--- src/design/bfd2_pkg.sv ---
// Package: widths, frame constants, tap-mode type and rounding helper for the decimator.
package bfd2_pkg;

  localparam int SAMPLE_W = 16;
  localparam int POS_W    = 15;
  localparam int SUM_W    = SAMPLE_W + 4;
  localparam int QUO_W    = SUM_W - 3;

  localparam logic [POS_W-1:0] PAIRS_MIN   = POS_W'(3);
  localparam logic [POS_W-1:0] PAIRS_MAX   = POS_W'(16384);
  localparam logic [POS_W-1:0] PAIRS_RESET = POS_W'(8000);

  typedef logic signed [SAMPLE_W-1:0] sample_t;
  typedef logic signed [SUM_W-1:0]    sum_t;

  // Which taps feed the filter for the sample now being taken.
  typedef enum logic [1:0] {
    TAP_NONE,
    TAP_START,
    TAP_MID,
    TAP_LAST
  } tap_mode_t;

  // Divide by 16 rounding half away from zero, then saturate to a sample.
  function automatic sample_t round_div16(input sum_t s);
    logic signed [SUM_W:0]   t;
    logic signed [QUO_W-1:0] q;
    sample_t                 r;
    t = s[SUM_W-1] ? ($signed({s[SUM_W-1], s}) + (SUM_W+1)'(7))
                   : ($signed({s[SUM_W-1], s}) + (SUM_W+1)'(8));
    q = QUO_W'(t >>> 4);
    if (q > $signed(QUO_W'(32767))) begin
      r = sample_t'(16'sh7fff);
    end else if (q < $signed(-QUO_W'(32768))) begin
      r = sample_t'(16'sh8000);
    end else begin
      r = q[SAMPLE_W-1:0];
    end
    return r;
  endfunction

endpackage

--- src/design/binomial_fir_decimate_by_two.sv ---
// Five-tap binomial (1,4,6,4,1)/16 low-pass filter, decimating by two over clamped frames.
// A result is loaded into the output register at the clock edge that accepts its input.
// Throughput: one input sample per cycle while in_stall is low; the filter sum and
// rounding sit between the history/position and output registers, so nothing iterates.
// A new sample that yields no result is taken even while the output register is stalled.
// Reset (rst, synchronous): frame length 8000 pairs, history zero, position zero, output empty.
module binomial_fir_decimate_by_two (
  input  logic                          clk,
  input  logic                          rst,
  input  logic                          frame_pairs_we,
  input  logic [bfd2_pkg::POS_W-1:0]    frame_pairs_wdata,
  input  logic                          in_valid,
  output logic                          in_stall,
  input  logic signed [bfd2_pkg::SAMPLE_W-1:0] sample_in,
  output logic                          out_valid,
  input  logic                          out_stall,
  output logic signed [bfd2_pkg::SAMPLE_W-1:0] sample_out,
  output logic                          frame_last
);
  import bfd2_pkg::*;

  logic [POS_W-1:0] frame_pairs;
  logic [POS_W-1:0] position;
  sample_t          history [4];

  logic [POS_W-1:0] pairs_eff;
  logic [POS_W-1:0] pairs_m1;
  logic [POS_W-1:0] last_pos;
  tap_mode_t        mode;
  logic             produce;
  logic             in_accept;
  logic             out_accept;
  sample_t          ta, tb, tc, td, te;
  sum_t             sum;
  sample_t          result;

  // Clamp frame length and derive the last position of a frame
  always_comb begin
    if (frame_pairs < PAIRS_MIN) begin
      pairs_eff = PAIRS_MIN;
    end else if (frame_pairs > PAIRS_MAX) begin
      pairs_eff = PAIRS_MAX;
    end else begin
      pairs_eff = frame_pairs;
    end
    pairs_m1 = pairs_eff - POS_W'(1);
    last_pos = {pairs_m1[POS_W-2:0], 1'b1};
  end

  // Decide which taps apply at this position
  always_comb begin
    priority if (position == last_pos) begin
      mode = TAP_LAST;
    end else if (!position[0] && position >= POS_W'(4)) begin
      mode = TAP_MID;
    end else if (position == POS_W'(2)) begin
      mode = TAP_START;
    end else begin
      mode = TAP_NONE;
    end
  end

  assign produce    = (mode != TAP_NONE);
  assign in_stall   = produce && out_valid && out_stall;
  assign in_accept  = in_valid && !in_stall;
  assign out_accept = out_valid && !out_stall;

  // Select tap inputs, clamping at the frame edges
  always_comb begin
    unique case (mode)
      TAP_LAST: begin
        ta = history[2]; tb = history[1]; tc = history[0]; td = sample_in; te = sample_in;
      end
      TAP_START: begin
        ta = history[1]; tb = history[1]; tc = history[1]; td = history[0]; te = sample_in;
      end
      TAP_MID, TAP_NONE: begin
        ta = history[3]; tb = history[2]; tc = history[1]; td = history[0]; te = sample_in;
      end
      default: begin
        ta = history[3]; tb = history[2]; tc = history[1]; td = history[0]; te = sample_in;
      end
    endcase
  end

  // Weighted sum with shift-and-add taps, then round
  always_comb begin
    sum = SUM_W'(ta)
        + (SUM_W'(tb) <<< 2)
        + (SUM_W'(tc) <<< 2) + (SUM_W'(tc) <<< 1)
        + (SUM_W'(td) <<< 2)
        + SUM_W'(te);
    result = round_div16(sum);
  end

  // Hold the frame length; a write restarts the frame
  always_ff @(posedge clk) begin
    if (rst) begin
      frame_pairs <= PAIRS_RESET;
      position    <= '0;
    end else if (frame_pairs_we) begin
      frame_pairs <= frame_pairs_wdata;
      position    <= '0;
    end else if (in_accept) begin
      if (position >= last_pos) begin
        position <= '0;
      end else begin
        position <= position + POS_W'(1);
      end
    end
  end

  // Advance the sample history, newest first
  always_ff @(posedge clk) begin
    if (rst) begin
      for (int i = 0; i < 4; i++) begin
        history[i] <= '0;
      end
    end else if (in_accept) begin
      history[3] <= history[2];
      history[2] <= history[1];
      history[1] <= history[0];
      history[0] <= sample_in;
    end
  end

  // Output register: load a new result, drop it once taken
  always_ff @(posedge clk) begin
    if (rst) begin
      out_valid <= 1'b0;
    end else if (in_accept && produce) begin
      out_valid <= 1'b1;
    end else if (out_accept) begin
      out_valid <= 1'b0;
    end
  end

  always_ff @(posedge clk) begin
    if (in_accept && produce) begin
      sample_out <= result;
      frame_last <= (mode == TAP_LAST);
    end
  end

`ifndef NO_ASSERTIONS
  a_pos_in_frame: assert property (@(posedge clk) disable iff (rst)
    position <= last_pos)
    else $error("position past end of frame");

  a_last_flagged: assert property (@(posedge clk) disable iff (rst)
    in_accept && !frame_pairs_we && position == last_pos |=> out_valid && frame_last)
    else $error("frame end transaction did not flag last output");

  a_first_unflagged: assert property (@(posedge clk) disable iff (rst)
    in_accept && !frame_pairs_we && position == POS_W'(2) |=> out_valid && !frame_last)
    else $error("first output of frame missing or flagged");

  a_no_result_keeps: assert property (@(posedge clk) disable iff (rst)
    in_accept && !produce && out_valid && out_stall |=> out_valid && $stable(sample_out))
    else $error("sample without result disturbed pending output");
`endif

endmodule

--- config.mk ---
export PLATFORM = sky130hd
export DESIGN_NAME = binomial_fir_decimate_by_two
export DESIGN_NICKNAME = d
export VERILOG_FILES = /design/src/design/bfd2_pkg.sv /design/src/design/binomial_fir_decimate_by_two.sv
export SDC_FILE = /design/constraint.sdc
export NUM_CORES = 1
export LEC_CHECK = 0
export BUFFER_PORTS_ARGS = -buffer_cell sky130_fd_sc_hd__clkbuf_2
export CAP_MARGIN = 20
export CORE_MARGIN = 5
export CORE_UTILIZATION = 40
export CTS_BUF_LIST = sky130_fd_sc_hd__clkbuf_2 sky130_fd_sc_hd__clkbuf_4 sky130_fd_sc_hd__clkbuf_8
export DETAILED_ROUTE_END_ITERATION = 16
export PLACE_DENSITY = 0.56
export SETUP_SLACK_MARGIN = 0.3
export SYNTH_ARGS = -nofsm -noshare
export SYNTH_HDL_FRONTEND = slang
export SYNTH_SLANG_ARGS = --single-unit
--- constraint.sdc ---
create_clock -name clk -period 26.2 [get_ports clk]
set_clock_uncertainty 0.1 [all_clocks]
set_input_delay 1.31 -clock clk [delete_from_list [all_inputs] [get_ports clk]]
set_output_delay 1.31 -clock clk [all_outputs]
set_load 0.1 [all_outputs]
==> summary by stage, run 1 <==
Finish
The final layout contains 1061 nets. The final-layout fill cell count is 2185. Relative to the synthesized area, the layout overhead comes to 8.54%. Cells fill approximately 44% of the core in the end. The share of cells above drive strength 1 is around an eighth. The final cell count without fillers is about 1.2k. 0 antenna diodes ended up in the layout.

Route
After detailed routing, the number of vias per cell comes to 5.20. The starting DRC count in detailed routing is ~380. The post-detailed-route count of antenna-violating nets is 0.

The routed layout has about 6.3k vias. The number of detailed-routing iterations run before antenna repair is 5. After detailed routing, the average wire length per cell comes to ~16 um. The total wire length is 19100 um. The final routed DRC violation total is 0.

STA
The final period demand of the worst path is 9.54 ns. In the final timing run, aggregate negative setup slack is 0 ns. The fmax is 105 MHz.

In this run the tightest slew margin relative to its limit is 30.9%. The number of pins with negative max-slew slack in the final report came to 0. The final clock period utilization by the worst path is approximately 36%. Setup repair after global routing left no endpoint under its margin. For the pin with the worst max-slew slack, the measured transition is slightly above 1 ns. The number of setup violations in the final report is 0. The number of endpoints with negative hold slack in the final report is 0.

Critical path
The critical path is of the flip-flop to flip-flop type. The maximum single-stage delay on the critical path is 0.56 ns. The largest fanout on the critical path is 39. The arrival time reported for the critical path endpoint is 9.69 ns. The number of cells on the worst reg-to-reg path is 30.

The type of origin of the critical path is a flip-flop. The critical path required time is approximately 26 ns. The worst setup slack for register-to-register paths is approximately 17 ns.

The endpoint kind of the worst setup timing path is a flip-flop. The cell with the largest stage delay on the worst path is sky130_fd_sc_hd__fa_1. Counting stages on the worst path, the most repeated cell is sky130_fd_sc_hd__fa_1.

Clock tree
The clock reaches the later pin of the worst-skew pair after about 0.40 ns. The TritonCTS clock tree is built. The cts-stage hold buffer count is 0. The post-CTS resize count is 0. The root buffer cell chosen for the clock tree is sky130_fd_sc_hd__clkbuf_8. The number of buffers inserted by post-CTS setup repair is 0. The clock transition at the registers of the reported paths is roughly 0.12 ns. The clock drives 112 sinks. The clock buffer count from CTS is 9.

The H-tree depth is 3. The maximum buffer depth of the clock tree is 2.

Floorplan
Measured along the y axis, the die boundary spans between 150 and 200 um. The floorplan row count is between 50 and 60. The initial cell density of the core is 40.8%. The overall die width is roughly 160 um. The core footprint is 0.0219 mm2.

The number of top-level pins is 55. The die covers around 0.025 mm2.

Placed design
Counting tap cells, the placed design contains a total of approximately 1.2k instances. The total half-perimeter wirelength after legalization and detailed placement is approximately 15000 um. The congestion estimate from routability-driven global placement came to ~0.84. In this run the tool buffered the top-level ports with between 50 and 60 buffer cells.

Synth
The share of the yosys chip area belonging to registers is about a third. The number of nets handed over by synthesis was 1021. The number of different library cells in the post-synthesis netlist is between 60 and 70. The cell area that synthesis handed to floorplanning was 0.00894 mm2. The cell count after synthesis came out at 880. The area share of the largest cell type after synthesis is a little over a quarter. In this run, synthesis inferred approximately 80 flip-flops with an integrated enable. In this run, synthesis produced a sequential element count of approximately 110. sky130_fd_sc_hd__edfxtp_1 takes more of the synthesized area than any other cell.

During synthesis, Yosys emitted a total of 0 warnings. The most common flop cell mapped by yosys is sky130_fd_sc_hd__edfxtp_1. After synthesis, the cell types taking the most area are sky130_fd_sc_hd__edfxtp_1, sky130_fd_sc_hd__fa_1, sky130_fd_sc_hd__dfxtp_1. Of all flip-flops after synthesis, the portion carrying an async set or reset was 0%.

Averaged over all synthesized cells, the footprint is 10.2 um2.

Power
The static power due to leakage is approximately 4.3 nW. The total power density per cell area is 87.5 mW/mm2. The design draws 0.849 mW. The maximum vdd ir drop is about 0.044 mV.

Outcome
The flow ran to the end, and the final reports show no timing, DRC or antenna violations.

GRT
The number of antenna violations at the first check in global routing is 0. The total grt overflow is 0. The largest net degree at the start of global routing is 65. The all-layer global routing usage is between 15 and 20%. The number of global-route vias before repair is approximately 6.3k. The wire length of the first global-routing pass is approximately 33000 um.

Worst hold path
The worst hold path passes through 2 cells. The path class of the tightest hold or removal check is flip-flop to flip-flop.

Run
The tool flagged a number of max-cap violations equal to 0.
[per-stage QoR]
| stage | hold slack, ns | cell area [um2] | setup WS (ns) |
|---|---|---|---|
| 2_1_floorplan | 0.377 | 8940 | 17.88 |
| 3_3_place_gp | 0.430 | 9490 | 16.85 |
| 3_5_place_dp | 0.435 | 9490 | 16.68 |
| 4_1_cts | 0.462 | 9680 | 16.66 |
| 5_1_grt | 0.502 | 9700 | 15.89 |
| 6_report | 0.462 | 9700 | 16.66 |
[registers in the layout (all words and copies together), names as in the netlist]
register,cells
position,15
out_valid,1
frame_pairs,15
history,64
frame_last,1
sample_out,16
[critical path: cells and delay by family (launching register included)]
kind,cells,cell delay [ns]
xor+xnor,1,0.32
flops,1,0.39
fa+ha+maj,7,2.76
simple gates,10,3.35
buf+inv,4,0.65
mux,1,0.36
compound gates,7,1.45
[area by class of cell]
cell class | count | area [um2] | share of cell area [%]
clock buffer | 10 | 131 | 1.35
clock inverter | 6 | 56.3 | 0.580
inverter | 93 | 349 | 3.60
multi-input combinational | 643 | 5430 | 55.9
sequential | 112 | 3050 | 31.5
tap | 280 | 350 | 3.61
timing repair buffer | 61 | 335 | 3.46
[layout by cell type, fill, tap and decap left out, types with 40 or more instances in the layout]
cell type,synthesis,final
sky130_fd_sc_hd__ha_1,40,40
sky130_fd_sc_hd__mux2i_1,56,56
sky130_fd_sc_hd__clkbuf_2,0,54
sky130_fd_sc_hd__inv_1,93,93
sky130_fd_sc_hd__fa_1,65,65
sky130_fd_sc_hd__nor2_1,64,63
sky130_fd_sc_hd__nand2_1,53,53
sky130_fd_sc_hd__edfxtp_1,81,81
sky130_fd_sc_hd__and2_1,71,71
sky130_fd_sc_hd__a21oi_1,42,42
[final timing paths]
check                                endpoint      startpoint
worst min-delay path                out_valid       out_valid
worst min register to register      out_valid       out_valid
worst max-delay path            sample_out[0]  frame_pairs[5]
worst max register to register  sample_out[0]  frame_pairs[5]
[cells by family (layout without fill, tap and decap cells)]
logic type	Yosys count	count (layout)	synth area share [%]
xor+xnor	40	40	4.00
mux	73	73	8.41
flops	112	112	34.1
compound gates	129	129	10.0
simple gates	296	296	17.9
fa+ha+maj	105	105	20.2
buf+inv	125	170	5.35
[layer usage]
metal	track usage (%)	up-vias	part of all wire (%)
met5	0	-	0
met4	4.27	0	1.3
met3	1.73	12	2.2
met2	24.6	69	46
met1	22.4	3058	50
li1	-	3132	-
[cells in the mapped netlist (3+ instances only)]
| cell type | number |
|---|---|
| sky130_fd_sc_hd__nand3_1 | 21 |
| sky130_fd_sc_hd__xnor2_1 | 19 |
| sky130_fd_sc_hd__nor2b_1 | 12 |
| sky130_fd_sc_hd__a21oi_1 | 42 |
| sky130_fd_sc_hd__o21ai_0 | 12 |
| sky130_fd_sc_hd__a21o_1 | 16 |
| sky130_fd_sc_hd__o21a_1 | 7 |
| sky130_fd_sc_hd__o21ai_1 | 8 |
| sky130_fd_sc_hd__nor3b_1 | 5 |
| sky130_fd_sc_hd__a31oi_1 | 5 |
| sky130_fd_sc_hd__buf_1 | 3 |
| sky130_fd_sc_hd__ha_1 | 40 |
| sky130_fd_sc_hd__a211o_1 | 8 |
| sky130_fd_sc_hd__o211ai_1 | 4 |
| sky130_fd_sc_hd__edfxtp_1 | 81 |
| sky130_fd_sc_hd__and2_1 | 71 |
| sky130_fd_sc_hd__mux2i_1 | 56 |
| sky130_fd_sc_hd__mux2_2 | 17 |
| sky130_fd_sc_hd__nand4_1 | 9 |
| sky130_fd_sc_hd__xor2_1 | 20 |
| sky130_fd_sc_hd__and3_1 | 9 |
| sky130_fd_sc_hd__nor3_1 | 16 |
| sky130_fd_sc_hd__nor2_1 | 64 |
| sky130_fd_sc_hd__inv_1 | 93 |
| sky130_fd_sc_hd__dfxtp_1 | 31 |
| sky130_fd_sc_hd__nor4b_1 | 3 |
| sky130_fd_sc_hd__and4_1 | 4 |
| sky130_fd_sc_hd__clkbuf_1 | 26 |
| sky130_fd_sc_hd__nor4_1 | 12 |
| sky130_fd_sc_hd__fa_1 | 65 |
| sky130_fd_sc_hd__nand2_1 | 53 |
[power by group]
part	leakage [nW]	switching, mW	internal [mW]
Combinational	3.05	0.306	0.213
Clock	0.0952	0.0690	0.0382
Sequential	1.11	0.00730	0.216
Total	4.25	0.382	0.467
Power figures use the tool's default switching activity.
==> run 2, diff against run 1 <==
--- a/config.mk
+++ b/config.mk
@@ -5,6 +5,7 @@
 export SDC_FILE = /design/constraint.sdc
 export NUM_CORES = 1
 export LEC_CHECK = 0
+export ABC_AREA = 1
 export BUFFER_PORTS_ARGS = -buffer_cell sky130_fd_sc_hd__clkbuf_2
 export CAP_MARGIN = 20
 export CORE_MARGIN = 5
==> constraint.sdc (replaced) <==
create_clock -name clk -period 8.88 [get_ports clk]
set_clock_uncertainty 0.1 [all_clocks]
set_input_delay 0.444 -clock clk [delete_from_list [all_inputs] [get_ports clk]]
set_output_delay 0.444 -clock clk [all_outputs]
set_load 0.1 [all_outputs]
==> run 2 against run 1 <==
  * First-iteration DRC count increased by 26%
  * Sequential power increased to 2.9 times the previous value
  * Final cell count increased by 26%
  * Critical path type unchanged
  * Critical endpoint is now sample_out[5]
==> summary by stage, run 2 <==
Finish
After the last flow step, the layout net total stands at 1366. The sequential cells in the finished layout cover a total of 0.00305 mm2. The largest registers in the layout are history: 64 flops, sample_out: 16 flops. The largest register by flop count is history. In the layout the commonest cells are sky130_fd_sc_hd__nand2_1, sky130_fd_sc_hd__inv_1, sky130_fd_sc_hd__nor2_1.

The area overhead of the layout relative to synthesis is 8.52%. The final-layout fill cell count is 2334. The library cell used most frequently in the layout, excluding fill and tap cells, is sky130_fd_sc_hd__nand2_1.

The area of combinational cells with multiple inputs is just over 0.005 mm2. The count of antenna diodes in the layout is 0. The share of cells above drive strength 1 is a little under a tenth. The register with the most flip-flops in the layout has 64 of them.

Critical path
The setup path with the least slack is of type flip-flop to flip-flop. The cell with the largest stage delay on the worst path is sky130_fd_sc_hd__fa_1. The capture instance of the worst register-to-register path is sample_out[5].

For flop-to-flop paths, the worst setup slack is between 1 and 1.5 ns. Of all nets on the critical path, the largest fanout is 15. The maximum single-stage delay on the critical path is 0.54 ns. The worst setup path is captured at a flip-flop. The critical path required time is 8.93 ns. The worst setup path is launched from a flip-flop. The most numerous cell type found on the critical path is sky130_fd_sc_hd__nand3_1.

The arrival time reported for the critical path endpoint is around 8 ns. The critical register-to-register path startpoint is frame_pairs[6]. Measured in cells, the most critical reg-to-reg path has a length of 39.

Synth
Counting every net in the synthesized netlist gives between 1k and 1.5k. The most used flip-flop cell after synthesis is sky130_fd_sc_hd__edfxtp_1. The flop and latch count out of synthesis is between 100 and 150. The cell with the most instances after synthesis is sky130_fd_sc_hd__nand2_1. The async set or reset register ratio after synthesis is 0%.

Of all cell types, the one taking the most synthesized area is sky130_fd_sc_hd__edfxtp_1. Yosys attributes the largest share of cell area to sky130_fd_sc_hd__edfxtp_1, sky130_fd_sc_hd__fa_1, sky130_fd_sc_hd__nand2_1. The synthesized instance count is between 1k and 1.5k. The synthesized cell area is 0.00919 mm2. The number of warning messages in the yosys log is 0. After synthesis, the largest area contributor takes up 26.5% of total cell area. The number of different library cells in the post-synthesis netlist is 43. In the synthesized netlist, the cells that appear most often are sky130_fd_sc_hd__nand2_1, sky130_fd_sc_hd__inv_1, sky130_fd_sc_hd__nor2_1, sky130_fd_sc_hd__edfxtp_1, sky130_fd_sc_hd__fa_1. The share of the yosys chip area belonging to registers is between 30% and 40%. After synthesis, the mean cell area works out to slightly below 8 um2. Counting flops with a built-in enable in the synthesized netlist gives 81.

Route
The final routed DRC violation total is 0. Once detail routing completed, the nets flagged for antenna violations numbered 0. The number of detailed-routing iterations run before antenna repair is 5. The wire length on met1 is between 9000 and 10000 um. Summing over every cut layer, the via total after detailed routing is 7387. Dividing the detail-routed wire length by the instance count gives between 10 and 15 um. The first routing iteration left between 400 and 500 violations. After detailed routing, the number of vias per cell comes to between 4 and 5. The total wire length is 20600 um. The top routing layer in use is met4. The length of routed met2 wiring is a little over 10000 um. Summed over all nets, wire length on met3 after detailed routing comes to 585 um.

GRT
The total grt overflow is 0. The number of global-route vias before repair is between 7k and 8k. Global routing consumed, over all layers together, roughly 17% of the routing resources. The number of antenna violations at the first check in global routing is 0.

The wire length of the first global-routing pass is between 30000 and 40000 um. Entering global routing, the biggest net connects between 60 and 70 pins.

Worst hold path
In this run the most critical hold path is launched from rst. The type of the worst min-delay path is primary input to flip-flop. For hold timing, the worst endpoint is out_valid. The depth of the worst hold-timing path is 2.

Placed design
The total half-perimeter wirelength after legalization and detailed placement is 16200 um. Port buffering added 54 buffers. The final weighted congestion in routability-driven placement is 0.868.

Power
IR analysis of the VDD net gives a maximum drop of between 0.1 and 0.15 mV. Summed over all nets, the switching power comes to around 1.3 mW. The cell internal power dissipation is roughly 1.3 mW. Combinational cells account for between 60% and 70% of the total power. The static power due to leakage is a little under 5 nW. The clock share of power is between 10% and 20%. The share of total power dissipated in sequential elements is about a quarter. The switching share of power is 49.6%. Dividing total power by cell area gives a power density of 263 mW/mm2.

Clock tree
After clock tree synthesis, the clock-pin slew on the worst setup and hold paths is 0.12 ns. TritonCTS built the clock tree. For this design, the sink count on the clock tree is 112. The H-tree depth is 3.

The clock latency at the later pin of the worst-skew pair is 0.40 ns. The maximum buffer depth of the clock tree is 2. The number of hold buffers added after CTS was 0.

The clock buffer count from CTS is 9. Clock tree synthesis selected as its root buffer the cell sky130_fd_sc_hd__clkbuf_8.

Run
The number of violations of the max-capacitance limit is 0.

STA
The number of setup violations in the final report is 0. Based on the critical path, the design can be clocked at up to 127 MHz. The number of pins with negative max-slew slack in the final report is 0.

After routing, the total negative slack on setup checks comes to 0 ns. Setup repair after global routing left no endpoint under its margin. The measured slew at the worst slew-check pin is between 0.9 and 1 ns. The smallest clock period supported by the final layout is computed as about 8 ns. The final clock period utilization by the worst path is 88.4%. The worst hold slack is 0.115 ns.

The number of endpoints with negative hold slack in the final report is 0. The relative slew slack is ~40%.

Floorplan
The initial cell density of the core is 40.6%. The full die area is about 0.026 mm2. The core footprint is roughly 0.023 mm2. In this run the core area contains 55 standard-cell rows.

The overall die width is approximately 160 um. From bottom edge to top edge, the die measures approximately 160 um. For this design the top-level I/O count stands at 55.

Outcome
The run finished with clean final reports.
[run 2: cells by family (layout without fill, tap and decap cells)]
logic type | count (synthesis) | in the layout | synth area share [%]
buf+inv | 262 | 311 | 11.0
flops | 112 | 112 | 33.2
compound gates | 136 | 136 | 8.02
simple gates | 534 | 534 | 25.1
fa+ha+maj | 105 | 105 | 19.6
xor+xnor | 32 | 32 | 3.05
[run 2: worst max-delay path, delay by kind of cell, from the launching register on]
| family | cells | cell delay [ns] |
|---|---|---|
| and+or+nand+nor | 22 | 3.18 |
| AOI/OAI and AO/OA | 2 | 0.56 |
| DFF | 1 | 0.35 |
| xor gates and xnor gates | 1 | 0.07 |
| adders and majority gates | 6 | 2.47 |
| buffers and inverters | 8 | 0.85 |
[run 2: final cells by class]
class | count | area share (%)
Multi-Input combinational cell | 807 | 51.6
Sequential cell | 112 | 30.6
Inverter | 233 | 8.77
Tap cell | 285 | 3.58
Timing Repair Buffer | 62 | 3.44
Clock buffer | 11 | 1.46
Clock inverter | 5 | 0.602
[run 2: power groups by stage]
stage | Sequential (mW) | Clock [mW] | Combinational (mW)
after floorplan | 0.716 | 0 | 1.26
after CTS | 0.656 | 0.349 | 1.66
after global routing | 0.659 | 0.373 | 1.90
after detailed placement | 0.668 | 0 | 1.65
after global placement | 0.667 | 0 | 1.64
final | 0.655 | 0.337 | 1.64
[run 2: worst max-delay path by stage]
stage	slack (ns)	end	start	cells after the start
detailed placement	0.45	sample_out[2]	frame_pairs[6]	38
floorplan	1.96	sample_out[12]	frame_pairs[6]	38
global placement	0.66	sample_out[12]	frame_pairs[6]	38
global route	0.37	sample_out[5]	frame_pairs[12]	39
finish	1.03	sample_out[5]	frame_pairs[6]	39
CTS	0.40	sample_out[2]	frame_pairs[6]	38
[run 2: routing by layer]
metal	vias to the layer above	track usage, %
met2	120	28.8
met5	-	0
met1	3437	21.7
met4	0	4.23
li1	3810	-
met3	20	2.42
[run 2: stage by stage]
step	total power, mW	worst slack [ns]	std cells	utilization, %	instance area [um2]
after global placement	2.31	0.659	1497	43.0	9750
after global routing	2.93	0.369	1515	44.1	9970
final	2.63	1.03	1515	44.1	9970
after floorplan	1.97	1.96	1181	-	9190
after CTS	2.66	0.398	1513	44.0	9950
after detailed placement	2.32	0.450	1497	43.0	9750
[run 2: timing repair]
item                       4_1_cts  5_1_grt
resized for setup                0        3
setup endpoints to repair        0       16
setup buffers                    0        2
==> run 3, diff against run 2 <==
--- a/config.mk
+++ b/config.mk
@@ -6,13 +6,14 @@
 export NUM_CORES = 1
 export LEC_CHECK = 0
 export ABC_AREA = 1
-export BUFFER_PORTS_ARGS = -buffer_cell sky130_fd_sc_hd__clkbuf_2
 export CAP_MARGIN = 20
+export CORE_ASPECT_RATIO = 1.2
 export CORE_MARGIN = 5
 export CORE_UTILIZATION = 40
 export CTS_BUF_LIST = sky130_fd_sc_hd__clkbuf_2 sky130_fd_sc_hd__clkbuf_4 sky130_fd_sc_hd__clkbuf_8
 export DETAILED_ROUTE_END_ITERATION = 16
-export PLACE_DENSITY = 0.56
+export DONT_BUFFER_PORTS = 1
+export PLACE_DENSITY = 0.54
 export SETUP_SLACK_MARGIN = 0.3
 export SYNTH_ARGS = -nofsm -noshare
 export SYNTH_HDL_FRONTEND = slang
==> run 3 against run 2 <==
  * Flip-flop and latch count did not move
  * Global-route usage barely moved
  * Sequential power rose by 8.2%
  * First-iteration DRC count fell by 31%
  * Routed wire length rose by 0.62%
  * Combinational power fell by 5%
  * Clock-buffer cell count fell by 2
  * Via count fell by 3.5%
  * Critical path type unchanged
  * Highest routed layer unchanged
  * Worst hold slack got worse by 0.050 ns
  * Critical path depth rose by 2
==> summary by stage, run 3 (synthesized netlist as in run 2, its figures left out) <==
Floorplan
The chip height is approximately 180 um. For this configuration, the core starts out at a cell density of 40.8%. The number of top-level pins is 55. The die covers ~0.026 mm2. After floorplanning, the core was sized to cover 0.0225 mm2. The floorplan step set the die width to around 150 um. The floorplan has 60 rows.

STA
The clock period could shrink to between 7 and 8 ns. The number of endpoints with negative hold slack in the final report was 0. Setup repair after global routing left no endpoint under its margin. The accumulated negative setup slack is 0 ns. Static timing analysis puts the maximum clock frequency at 128 MHz. The number of pins with negative max-slew slack in the final report is 0.

Setup violations remaining at the end of the flow were counted as 0. The measured slew at the worst slew-check pin is approximately 1.1 ns. The final critical path takes up between 80% and 90% of the cycle. In this run the tightest slew margin relative to its limit is approximately 29%.

Power
The design draws 2.60 mW. Dividing total power by cell area gives a power density of about 270 mW/mm2. The maximum vdd ir drop is just under 0.1 mV.

The static power due to leakage is 4.60 nW.

GRT
The largest net degree at the start of global routing is 65. The number of global-route vias before repair is between 7k and 8k. Global routing finished with a remaining overflow of 0.

The first global-routing pass estimated about 35000 um of wire. Global routing consumed, over all layers together, between 10% and 20% of the routing resources. The number of antenna violations at the first check in global routing is 0.

Finish
The library cell used most frequently in the layout, excluding fill and tap cells, is sky130_fd_sc_hd__nand2_1. After filler insertion, the fill cell instance count of the layout stands at between 2k and 2.5k. The repair_antennas step left the layout with diodes totalling 0. history holds more flip-flops than any other register.

The area growth from synthesis to layout is 5.84%. In the layout the commonest cells are sky130_fd_sc_hd__nand2_1, sky130_fd_sc_hd__inv_1, sky130_fd_sc_hd__nor2_1. The multi-input combinational cells in the finished layout cover a total of roughly 0.0051 mm2. The final core utilization is between 40% and 50%. The register with the most flip-flops in the layout has 64 of them.

The area taken by flip-flops and latches is slightly above 0.003 mm2. The final layout contains approximately 1.3k nets. Of the cells placed in the final design, the portion with a size suffix greater than 1 is between 5 and 6%. In the final layout, the registers with the most flip-flops are history: 64 flops, sample_out: 16 flops.

Route
The vias per cell is 4.89. For this block, the via count after detailed routing is roughly 7.1k. The number of detailed-routing iterations run before antenna repair is 5.

The total wire length is approximately 21000 um. For this run, design rule violations remaining after detail routing come to 0. In the final routed layout, each cell accounts on average for around 14 um. The starting DRC count in detailed routing is ~330. The post-detailed-route count of antenna-violating nets is 0.

Critical path
The critical register-to-register path startpoint is frame_pairs[6]. The type of origin of the critical path is a flip-flop. The worst reg2reg path depth is 41. For this design, the slowest cell found on the critical path is sky130_fd_sc_hd__fa_1. In this run the worst path has a maximum fanout of 30.

The capture instance of the worst register-to-register path is sample_out[11]. In this run the worst setup path begins at frame_pairs[6]. STA puts the critical path data required time at 8.94 ns.

The cell seen most often among critical-path stages is sky130_fd_sc_hd__nand2_1. The worst register-to-register path has a setup slack of about 1.1 ns. The worst setup path is captured at a flip-flop. The path type of the worst setup path is flip-flop to flip-flop. The maximum single-stage delay on the critical path is just under 0.6 ns. The arrival time reported for the critical path endpoint is just under 8 ns.

Clock tree
After clock tree synthesis, the clock-pin slew on the worst setup and hold paths is between 0.1 and 0.15 ns. The H-tree was split into 3 levels. The TritonCTS clock tree is built. The clock buffer count from CTS is 9. The clock passes through at most 2 buffers. The cell sitting at the root of the clock tree is a sky130_fd_sc_hd__clkbuf_8.

The number of clock sinks is approximately 110. The clock latency at the later pin of the worst-skew pair is 0.40 ns.

Worst hold path
The type of the worst min-delay path is primary input to flip-flop. Along the worst hold path, the cell count comes to 2. In this run the most critical hold path is launched from frame_pairs_we. The worst hold path terminates at frame_pairs[12].

Run
Max-cap violations in this run came to 0.

Placed design
The HPWL after detailed placement is ~17000 um. The total of buffers placed on input and output ports is 0. The final weighted congestion in routability-driven placement is around 0.87.

Outcome
The run finished with clean final reports.
[run 3: critical path: cells and delay by family (launching register included)]
kind                     cells  cell delay, ns
flip-flops                   1            0.35
AND/OR/NAND/NOR             22            2.61
buffers and inverters        8            0.85
adder cells (fa/ha/maj)      7            2.85
AO/OA/AOI/OAI                2            0.48
XOR/XNOR                     2            0.27
[run 3: worst max-delay path by stage]
stage,endpoint,slack [ns],cells after the start
3_3_place_gp,sample_out[14],0.63,38
5_1_grt,sample_out[5],0.34,38
3_5_place_dp,sample_out[12],0.56,38
4_1_cts,sample_out[12],0.51,38
2_1_floorplan,sample_out[12],1.96,38
6_report,sample_out[11],1.08,41
[run 3: where the power goes]
| group | internal (mW) | switching, mW | total [mW] |
|---|---|---|---|
| clock network | 0.149 | 0.194 | 0.344 |
| registers | 0.641 | 0.0681 | 0.709 |
| logic | 0.529 | 1.02 | 1.55 |
[run 3: metal layers]
| layer | wire (um) | vias to the layer above | GRT usage [%] |
|---|---|---|---|
| li1 | - | 3702 | - |
| met1 | 8680 | 3325 | 18.9 |
| met2 | 11200 | 75 | 31.7 |
| met3 | 507 | 29 | 2.54 |
| met4 | 362 | 0 | 4.66 |
| met5 | 0 | - | 0 |
[run 3: stage by stage]
step / std cells / cell area (um2) / worst slack (ns) / hold slack, ns
finish: 1457 / 9730 / 1.08 / 0.0654
floorplan: 1181 / 9190 / 1.96 / 0.352
global placement: 1439 / 9480 / 0.631 / 0.368
detailed placement: 1439 / 9480 / 0.558 / 0.375
global route: 1457 / 9730 / 0.345 / 0.0465
CTS: 1456 / 9710 / 0.507 / 0.0417
[run 3: timing repair]
item | in CTS | in global routing
hold endpoints to repair | 1 | 0
setup buffers | 0 | 1
setup endpoints to repair | 0 | 16
resized for setup | 0 | 4
hold buffers | 1 | 0
[run 3: final cells by class]
| type | count | share of cell area (%) |
|---|---|---|
| Inverter | 233 | 8.99 |
| Tap cell | 279 | 3.59 |
| Sequential cell | 112 | 31.4 |
| Clock buffer | 9 | 1.27 |
| Clock inverter | 7 | 0.939 |
| Timing Repair Buffer | 10 | 0.926 |
| Multi-Input combinational cell | 807 | 52.9 |
